<file path="src/rtl/dctd_pkg.sv">
// Shared constants and controller/datapath types for the divisor counter.
package dctd_pkg;

  localparam int NUMBER_W = 32;
  localparam int COUNT_W  = 11;
  localparam logic [COUNT_W-1:0] COUNT_MAX = {COUNT_W{1'b1}};

  typedef struct packed {
    logic load;
    logic div_start;
    logic div_step;
    logic take_quot;
    logic next_cand;
    logic finish;
  } dctd_cmd_t;

  typedef struct packed {
    logic v_zero;
    logic sq_gt_v;
    logic div_last;
    logic rem_zero;
    logic out_free;
  } dctd_status_t;

endpackage

</file>
<file path="src/rtl/dctd_ifs.sv">
// Valid/ready stream interfaces for the request and result channels.
interface dctd_req_if;
  logic                            valid;
  logic                            ready;
  logic [dctd_pkg::NUMBER_W-1:0]   number;

  modport source (output valid, output number, input ready);
  modport sink   (input valid, input number, output ready);
endinterface

interface dctd_res_if;
  logic                            valid;
  logic                            ready;
  logic [dctd_pkg::COUNT_W-1:0]    divisor_count;

  modport source (output valid, output divisor_count, input ready);
  modport sink   (input valid, input divisor_count, output ready);
endinterface

</file>
<file path="src/rtl/dctd_ctrl.sv">
// Sequencing state machine for the trial-division divisor counter.
module dctd_ctrl (
  input  logic                   clk,
  input  logic                   rst,
  input  logic                   in_valid,
  output logic                   in_ready,
  input  dctd_pkg::dctd_status_t status,
  output dctd_pkg::dctd_cmd_t    cmd
);

  typedef enum logic [4:0] {
    S_IDLE   = 5'b00001,
    S_CHECK  = 5'b00010,
    S_DIV    = 5'b00100,
    S_EVAL   = 5'b01000,
    S_FINISH = 5'b10000
  } state_t;

  state_t state, state_next;

  always_ff @(posedge clk) begin
    if (rst) begin
      state <= S_IDLE;
    end else begin
      state <= state_next;
    end
  end

  always_comb begin
    state_next = state;
    cmd        = '0;
    in_ready   = 1'b0;
    case (state)
      S_IDLE: begin
        in_ready = !rst;
        if (in_valid && !rst) begin
          cmd.load   = 1'b1;
          state_next = S_CHECK;
        end
      end
      S_CHECK: begin
        if (status.v_zero || status.sq_gt_v) begin
          state_next = S_FINISH;
        end else begin
          cmd.div_start = 1'b1;
          state_next    = S_DIV;
        end
      end
      S_DIV: begin
        cmd.div_step = 1'b1;
        if (status.div_last) begin
          state_next = S_EVAL;
        end
      end
      S_EVAL: begin
        if (status.rem_zero) begin
          cmd.take_quot = 1'b1;
          state_next    = S_DIV;
        end else begin
          cmd.next_cand = 1'b1;
          state_next    = S_CHECK;
        end
      end
      S_FINISH: begin
        if (status.out_free) begin
          cmd.finish = 1'b1;
          state_next = S_IDLE;
        end
      end
      default: begin
        state_next = S_IDLE;
      end
    endcase
  end

endmodule

</file>
<file path="src/rtl/dctd_datapath.sv">
// Value, candidate, bit-serial divider, count and output register.
module dctd_datapath #(
  parameter int VALUE_WIDTH = 32
) (
  input  logic                              clk,
  input  logic                              rst,
  input  logic [dctd_pkg::NUMBER_W-1:0]     number,
  input  dctd_pkg::dctd_cmd_t               cmd,
  output dctd_pkg::dctd_status_t            status,
  output logic                              out_valid,
  input  logic                              out_ready,
  output logic [dctd_pkg::COUNT_W-1:0]      divisor_count
);

  localparam int CAND_W = (VALUE_WIDTH + 1) / 2 + 2;
  localparam int SQ_W   = VALUE_WIDTH + 4;
  localparam int EXP_W  = $clog2(VALUE_WIDTH + 1);
  localparam int BIT_W  = $clog2(VALUE_WIDTH);
  localparam int PROD_W = dctd_pkg::COUNT_W + EXP_W + 1;

  logic [VALUE_WIDTH-1:0]        v;
  logic [VALUE_WIDTH-1:0]        q;
  logic [CAND_W-1:0]             cand;
  logic [CAND_W-1:0]             rem;
  logic [SQ_W-1:0]               sq;
  logic [EXP_W-1:0]              exp_cnt;
  logic [BIT_W-1:0]              bit_cnt;
  logic [dctd_pkg::COUNT_W-1:0]  count;

  logic [CAND_W:0]               trial;
  logic [CAND_W:0]               diff;
  logic                          fits;
  logic [EXP_W:0]                exp_inc;
  logic [PROD_W-1:0]             prod;
  logic [dctd_pkg::COUNT_W-1:0]  count_mul;
  logic [dctd_pkg::COUNT_W-1:0]  count_dbl;
  logic [dctd_pkg::COUNT_W-1:0]  result_val;

  assign trial = {rem, q[VALUE_WIDTH-1]};
  assign fits  = trial >= {1'b0, cand};
  assign diff  = trial - {1'b0, cand};

  assign exp_inc   = {1'b0, exp_cnt} + 1'b1;
  assign prod      = PROD_W'(count) * PROD_W'(exp_inc);
  assign count_mul = (prod > PROD_W'(dctd_pkg::COUNT_MAX)) ? dctd_pkg::COUNT_MAX
                                                           : prod[dctd_pkg::COUNT_W-1:0];
  assign count_dbl = count[dctd_pkg::COUNT_W-1] ? dctd_pkg::COUNT_MAX
                                                : {count[dctd_pkg::COUNT_W-2:0], 1'b0};

  always_comb begin
    if (v == '0) begin
      result_val = '0;
    end else if (v != VALUE_WIDTH'(1)) begin
      result_val = count_dbl;
    end else begin
      result_val = count;
    end
  end

  assign status.v_zero   = (v == '0);
  assign status.sq_gt_v  = sq > SQ_W'(v);
  assign status.div_last = (bit_cnt == '0);
  assign status.rem_zero = (rem == '0);
  assign status.out_free = !out_valid || out_ready;

  always_ff @(posedge clk) begin
    if (cmd.load) begin
      v       <= VALUE_WIDTH'(number);
      cand    <= CAND_W'(2);
      sq      <= SQ_W'(4);
      exp_cnt <= '0;
      count   <= dctd_pkg::COUNT_W'(1);
    end
    if (cmd.div_start) begin
      q       <= v;
      rem     <= '0;
      bit_cnt <= BIT_W'(VALUE_WIDTH - 1);
    end
    if (cmd.div_step) begin
      q       <= {q[VALUE_WIDTH-2:0], fits};
      rem     <= fits ? diff[CAND_W-1:0] : trial[CAND_W-1:0];
      bit_cnt <= bit_cnt - 1'b1;
    end
    if (cmd.take_quot) begin
      v       <= q;
      exp_cnt <= exp_cnt + 1'b1;
      rem     <= '0;
      bit_cnt <= BIT_W'(VALUE_WIDTH - 1);
    end
    if (cmd.next_cand) begin
      count   <= count_mul;
      exp_cnt <= '0;
      if (cand == CAND_W'(2)) begin
        cand <= CAND_W'(3);
        sq   <= SQ_W'(9);
      end else begin
        cand <= cand + CAND_W'(2);
        sq   <= sq + SQ_W'({cand, 2'b00}) + SQ_W'(4);
      end
    end
  end

  always_ff @(posedge clk) begin
    if (rst) begin
      out_valid <= 1'b0;
    end else if (cmd.finish) begin
      out_valid <= 1'b1;
    end else if (out_ready) begin
      out_valid <= 1'b0;
    end
  end

  always_ff @(posedge clk) begin
    if (cmd.finish) begin
      divisor_count <= result_val;
    end
  end

endmodule

</file>
<file path="src/rtl/divisor_count_trial_division.sv">
// Divisor counter by trial division: one request value in, its number of
// positive divisors out. Candidates are 2 and then the odd numbers; each one
// is tested with a bit-serial restoring divider that retires one quotient bit
// per cycle, so a trial is a check, VALUE_WIDTH divide steps and an evaluate,
// and every further division by a factor that was found repeats the divide
// steps and the evaluate. Trial stops once the candidate squared exceeds
// what is left. One value is in work at a time; a new request is taken as
// soon as the previous result sits in the output register, even if that
// result has not yet been taken. Only the low VALUE_WIDTH bits of number are
// used; zero returns 0, and counts above 2047 (possible only above 32 bits)
// saturate to 2047.
module divisor_count_trial_division #(
  parameter int VALUE_WIDTH = 32
) (
  input  logic        clk,
  input  logic        rst,
  dctd_req_if.sink    request,
  dctd_res_if.source  result
);

  dctd_pkg::dctd_cmd_t    cmd;
  dctd_pkg::dctd_status_t status;

  dctd_ctrl u_ctrl (
    .clk      (clk),
    .rst      (rst),
    .in_valid (request.valid),
    .in_ready (request.ready),
    .status   (status),
    .cmd      (cmd)
  );

  dctd_datapath #(
    .VALUE_WIDTH (VALUE_WIDTH)
  ) u_datapath (
    .clk           (clk),
    .rst           (rst),
    .number        (request.number),
    .cmd           (cmd),
    .status        (status),
    .out_valid     (result.valid),
    .out_ready     (result.ready),
    .divisor_count (result.divisor_count)
  );

endmodule

</file>
<file path="src/flat_wrapper.sv">
// flat-port wrapper written by rule: the top's interface ports become plain ports
module divisor_count_trial_division_flat 
#(
  parameter int VALUE_WIDTH = 32
)
  (clk, rst, request_valid, request_number, request_ready, result_valid, result_divisor_count, result_ready);
  dctd_req_if request_i ();
  dctd_res_if result_i ();
  input  logic clk;
  input  logic rst;
  input wire logic [$bits(request_i.valid)-1:0] request_valid;
  input wire logic [$bits(request_i.number)-1:0] request_number;
  output wire logic [$bits(request_i.ready)-1:0] request_ready;
  output wire logic [$bits(result_i.valid)-1:0] result_valid;
  output wire logic [$bits(result_i.divisor_count)-1:0] result_divisor_count;
  input wire logic [$bits(result_i.ready)-1:0] result_ready;
  assign request_i.valid = request_valid;
  assign request_i.number = request_number;
  assign request_ready = request_i.ready;
  assign result_valid = result_i.valid;
  assign result_divisor_count = result_i.divisor_count;
  assign result_i.ready = result_ready;
  divisor_count_trial_division #(.VALUE_WIDTH(VALUE_WIDTH)) u_core (.clk(clk), .rst(rst), .request(request_i), .result(result_i));
endmodule
</file>
<file path="config.mk">
export PLATFORM = sky130hd
export DESIGN_NAME = divisor_count_trial_division_flat
export DESIGN_NICKNAME = d
export VERILOG_FILES = /design/src/rtl/dctd_pkg.sv /design/src/rtl/dctd_ifs.sv /design/src/rtl/dctd_ctrl.sv /design/src/rtl/dctd_datapath.sv /design/src/rtl/divisor_count_trial_division.sv /design/src/flat_wrapper.sv
export SDC_FILE = /design/constraint.sdc
export NUM_CORES = 1
export LEC_CHECK = 0
export BUFFER_PORTS_ARGS = -buffer_cell sky130_fd_sc_hd__buf_2
export CORE_UTILIZATION = 34
export CTS_CLUSTER_DIAMETER = 40
export DETAILED_ROUTE_END_ITERATION = 12
export HOLD_SLACK_MARGIN = 0.05
export PLACE_DENSITY_LB_ADDON = 0.25
export SLEW_MARGIN = 25
export SYNTH_ARGS = -nofsm -noshare
export SYNTH_HDL_FRONTEND = slang
export SYNTH_SLANG_ARGS = --single-unit
</file>
<file path="constraint.sdc">
create_clock -name clk -period 8 [get_ports clk]
set_input_delay 0.8 -clock clk [delete_from_list [all_inputs] [get_ports clk]]
set_output_delay 0.8 -clock clk [all_outputs]
set_load 0.005 [all_outputs]
</file>
==> results.tsv <==
stage	metric	value	unit
outcome	outcome	complete, no violations	
clock_network	CTS tree	built	
grt	pin count of the biggest net entering global routing	72	
floorplan	Initial Utilization	0.349	
final_layout	most frequent cells in the layout	245 x nand2_1, 139 x edfxtp_1, 128 x inv_1	
grt	global-route wire length before repair	50.6	mm
worst_setup_path	Crit path arrival time	6910	ps
min_path	class of the worst hold path	reg -> reg	
place	dpl hpwl	22.7	mm
detailed_routing	router iterations before antenna repair	5	
logic_synthesis	YS warnings	0	
grt	vias in the first global route	9709	
clock_network	# H-tree levels	4	
detailed_routing	final WL	30.4	mm
logic_synthesis	Synth cell types	66	
worst_setup_path	Buf+Inv Stages, Crit Path	3	
detailed_routing	WL met2	12.9	mm
grt	grt total ovfl	0	
logic_synthesis	Synth Area per Inst	9.18	µm²
detailed_routing	DR iter-0 viols	428	
floorplan	Top-Level Pins	49	
logic_synthesis	Post-Syn Area	12900	µm²
final_layout	ant diodes	0	
power	pwr/cell area	196	nW/µm²
sta	fin crit period	6750	ps
min_path	worst hold start	u_core.u_datapath.rem[17]	
final_layout	layout cell share with drive strength beyond 1	0.0742	
clock_network	CTS buffer count	17	
final_layout	P&R area growth vs syn	10.7	%
place	placed cell area	13600	µm²
sta	worst slew pin tran	987	ps
clock_network	CTS Buffer Depth	2	
worst_setup_path	CP startpoint kind	flop	
sta	RSZ-0062 raised after global routing	no	
final_layout	# nets final	1637	
power	peak supply drop	0.139	mV
clock_network	total clock sinks	174	
worst_setup_path	crit path from	u_core.u_datapath.exp_cnt[0]	
detailed_routing	Met3 Wirelength	1.03	mm
detailed_routing	Post-route DRC	0	
logic_synthesis	Mapped Nets	1607	
worst_setup_path	Crit. path cell count	21	
floorplan	Rows	70	
sta	Final TNS setup	0	ps
sta	Final Max Tran Viols	0	
sta	Max-Slew Margin vs Limit	0.337	
logic_synthesis	Post-synth EDFFs	139	
floorplan	core area	36900	µm²
clock_network	# hold bufs at CTS	0	
clock_network	clk slew on worst S/H paths	80	ps
sta	Final Hold Fails	0	
worst_setup_path	r2r setup slk	1250	ps
floorplan	Die Y	196	µm
worst_setup_path	Crit Path Class	reg -> reg	
worst_setup_path	CP required	8160	ps
logic_synthesis	#FFs+latches synth	174	
sta	Tcrit/Tclk final	0.843	
place	IO Port Bufs	48	
power	Leak	6.14	nW
grt	total track usage	0.166	
logic_synthesis	ys async rst share	0	
logic_synthesis	main flop type after synthesis	edfxtp_1	
floorplan	die area	38600	µm²
worst_setup_path	Crit path top cell by count	fa_1	
worst_setup_path	Crit. End Element	flop	
detailed_routing	highest metal layer with signal wires	met4	
clock_network	root buf cell	clkbuf_16	
final_layout	fin util	0.386	
job	max cap viols	0	
logic_synthesis	post-synthesis sequential area ratio	0.379	
sta	Setup-failing EPs final	0	
worst_setup_path	crit path cell chain	ha_1, nand3_1, xnor2_1, nand2_1, fa_1, fa_1, inv_1, fa_1, inv_1, fa_1, inv_1, ha_1, a2111oi_0, a21oi_1, o21ai_2, a2bb2oi_1, a21oi_1, xnor2_1, nor3_1, and2_1, a21oi_1	
floorplan	chip width	196	µm
detailed_routing	vias per cell	5.01	
worst_setup_path	Crit Path Max Fanout	12	
clock_network	Post-CTS Setup Repair Bufs	0	
clock_network	number of gates resized after cts	0	
final_layout	most common cell after layout, fill and taps aside	nand2_1	
detailed_routing	Avg WL per Cell	15.6	µm
worst_setup_path	Slowest-stage cell, CP	xnor2_1	
final_layout	cell area after layout	14200	µm²
worst_setup_path	Reg2Reg Capture Point	u_core.u_datapath.count[6]	
grt	initial antenna violation count	0	
worst_setup_path	CP max stage delay	700	ps
detailed_routing	sum of routed wire segments on met1	16.0	mm
worst_setup_path	Critical Path Sink	u_core.u_datapath.count[6]	
worst_setup_path	Reg2Reg Depth	21	
worst_setup_path	kind of cell adding the most delay to the critical path	adder cells	
detailed_routing	Vias	9754	
detailed_routing	Antenna Nets Post-Route	0	
worst_setup_path	reg-to-reg startpoint	u_core.u_datapath.exp_cnt[0]	
clock_network	Clk Latency, worst-skew pair	450	ps
sta	Highest Clock Rate	148	MHz
place	GP Congestion	0.844	
logic_synthesis	Synth Instances	1400	
sta	clock skew	14.6	ps
-- tightest hold or removal path: stages, from the launching register on --
cell and delay, ps:
dfxtp_1 340, nand2_1 60, nand2_1 40
-- power breakdown --
group / total, mW / switching [mW] / internal [mW] / leakage, nW
clock network: 0.893 / 0.415 / 0.478 / 0.297
logic: 0.699 / 0.417 / 0.282 / 4.29
registers: 1.19 / 0.0967 / 1.09 / 1.56
-- registers in the layout, summed over array words and instances (netlist names) --
| register | count |
|---|---|
| u_core.u_datapath.sq | 35 |
| u_core.u_datapath.q | 32 |
| u_core.u_datapath.v | 32 |
| u_core.u_datapath.cand | 18 |
| u_core.u_datapath.rem | 18 |
| u_core.u_datapath.count | 11 |
| u_core.u_datapath.divisor_count | 11 |
| u_core.u_datapath.exp_cnt | 6 |
| u_core.u_ctrl.state | 5 |
| u_core.u_datapath.bit_cnt | 5 |
| u_core.u_datapath.out_valid | 1 |
-- per-stage QoR --
stage	power [mW]	worst slack [ps]	hold slack (ps)	instances
after floorplan	1.71	2330	438	1400
after global routing	2.95	827	510	1947
final	2.78	1250	486	1947
after global placement	1.90	1610	472	1915
after detailed placement	1.91	1300	472	1915
after CTS	2.80	1260	481	1947
-- cell type report --
type / instances / area, µm²
fill: 3659 / 22600
multi-input combinational: 1052 / 7320
sequential: 174 / 4870
tap: 504 / 631
inverter: 129 / 484
clock buffer: 17 / 425
timing repair buffer: 56 / 300
clock inverter: 15 / 191
-- cell usage after synthesis, drive strengths merged, types with 27 or more instances --
cell type	number	area, µm²
and2	43	269
ha	125	1560
edfxtp	139	4170
dfxtp	35	701
xor2	31	272
clkbuf	29	109
o21ai	80	404
nor3	37	185
nor2	86	323
nand3	27	135
xnor2	40	350
inv	129	484
a21oi	85	433
a21o	30	225
fa	46	921
nand2	246	923
-- how the worst min path moves through the flow --
stage                                           end  slack, ps  cells past startpoint
after global routing      u_core.u_datapath.rem[17]        510                      2
after detailed placement  u_core.u_datapath.rem[17]        470                      2
after global placement    u_core.u_datapath.rem[17]        470                      2
final                     u_core.u_datapath.rem[17]        490                      2
after CTS                 u_core.u_datapath.rem[17]        480                      2
after floorplan           u_core.u_datapath.rem[17]        440                      2
-- cells by family after synthesis --
family	count (synthesis)	synth area share
simple gates	546	0.198
compound gates	258	0.124
buf+inv	174	0.0525
flops	174	0.379
fa+ha+maj	171	0.193
xor+xnor	71	0.0484
mux	6	0.00467
-- layer usage --
metal / vias up / track usage
met1: 4658 / 0.243
met5: - / 0
met2: 158 / 0.251
met3: 31 / 0.0228
li1: 4907 / -
met4: 0 / 0.0501
(Power assumes the default switching activity.)
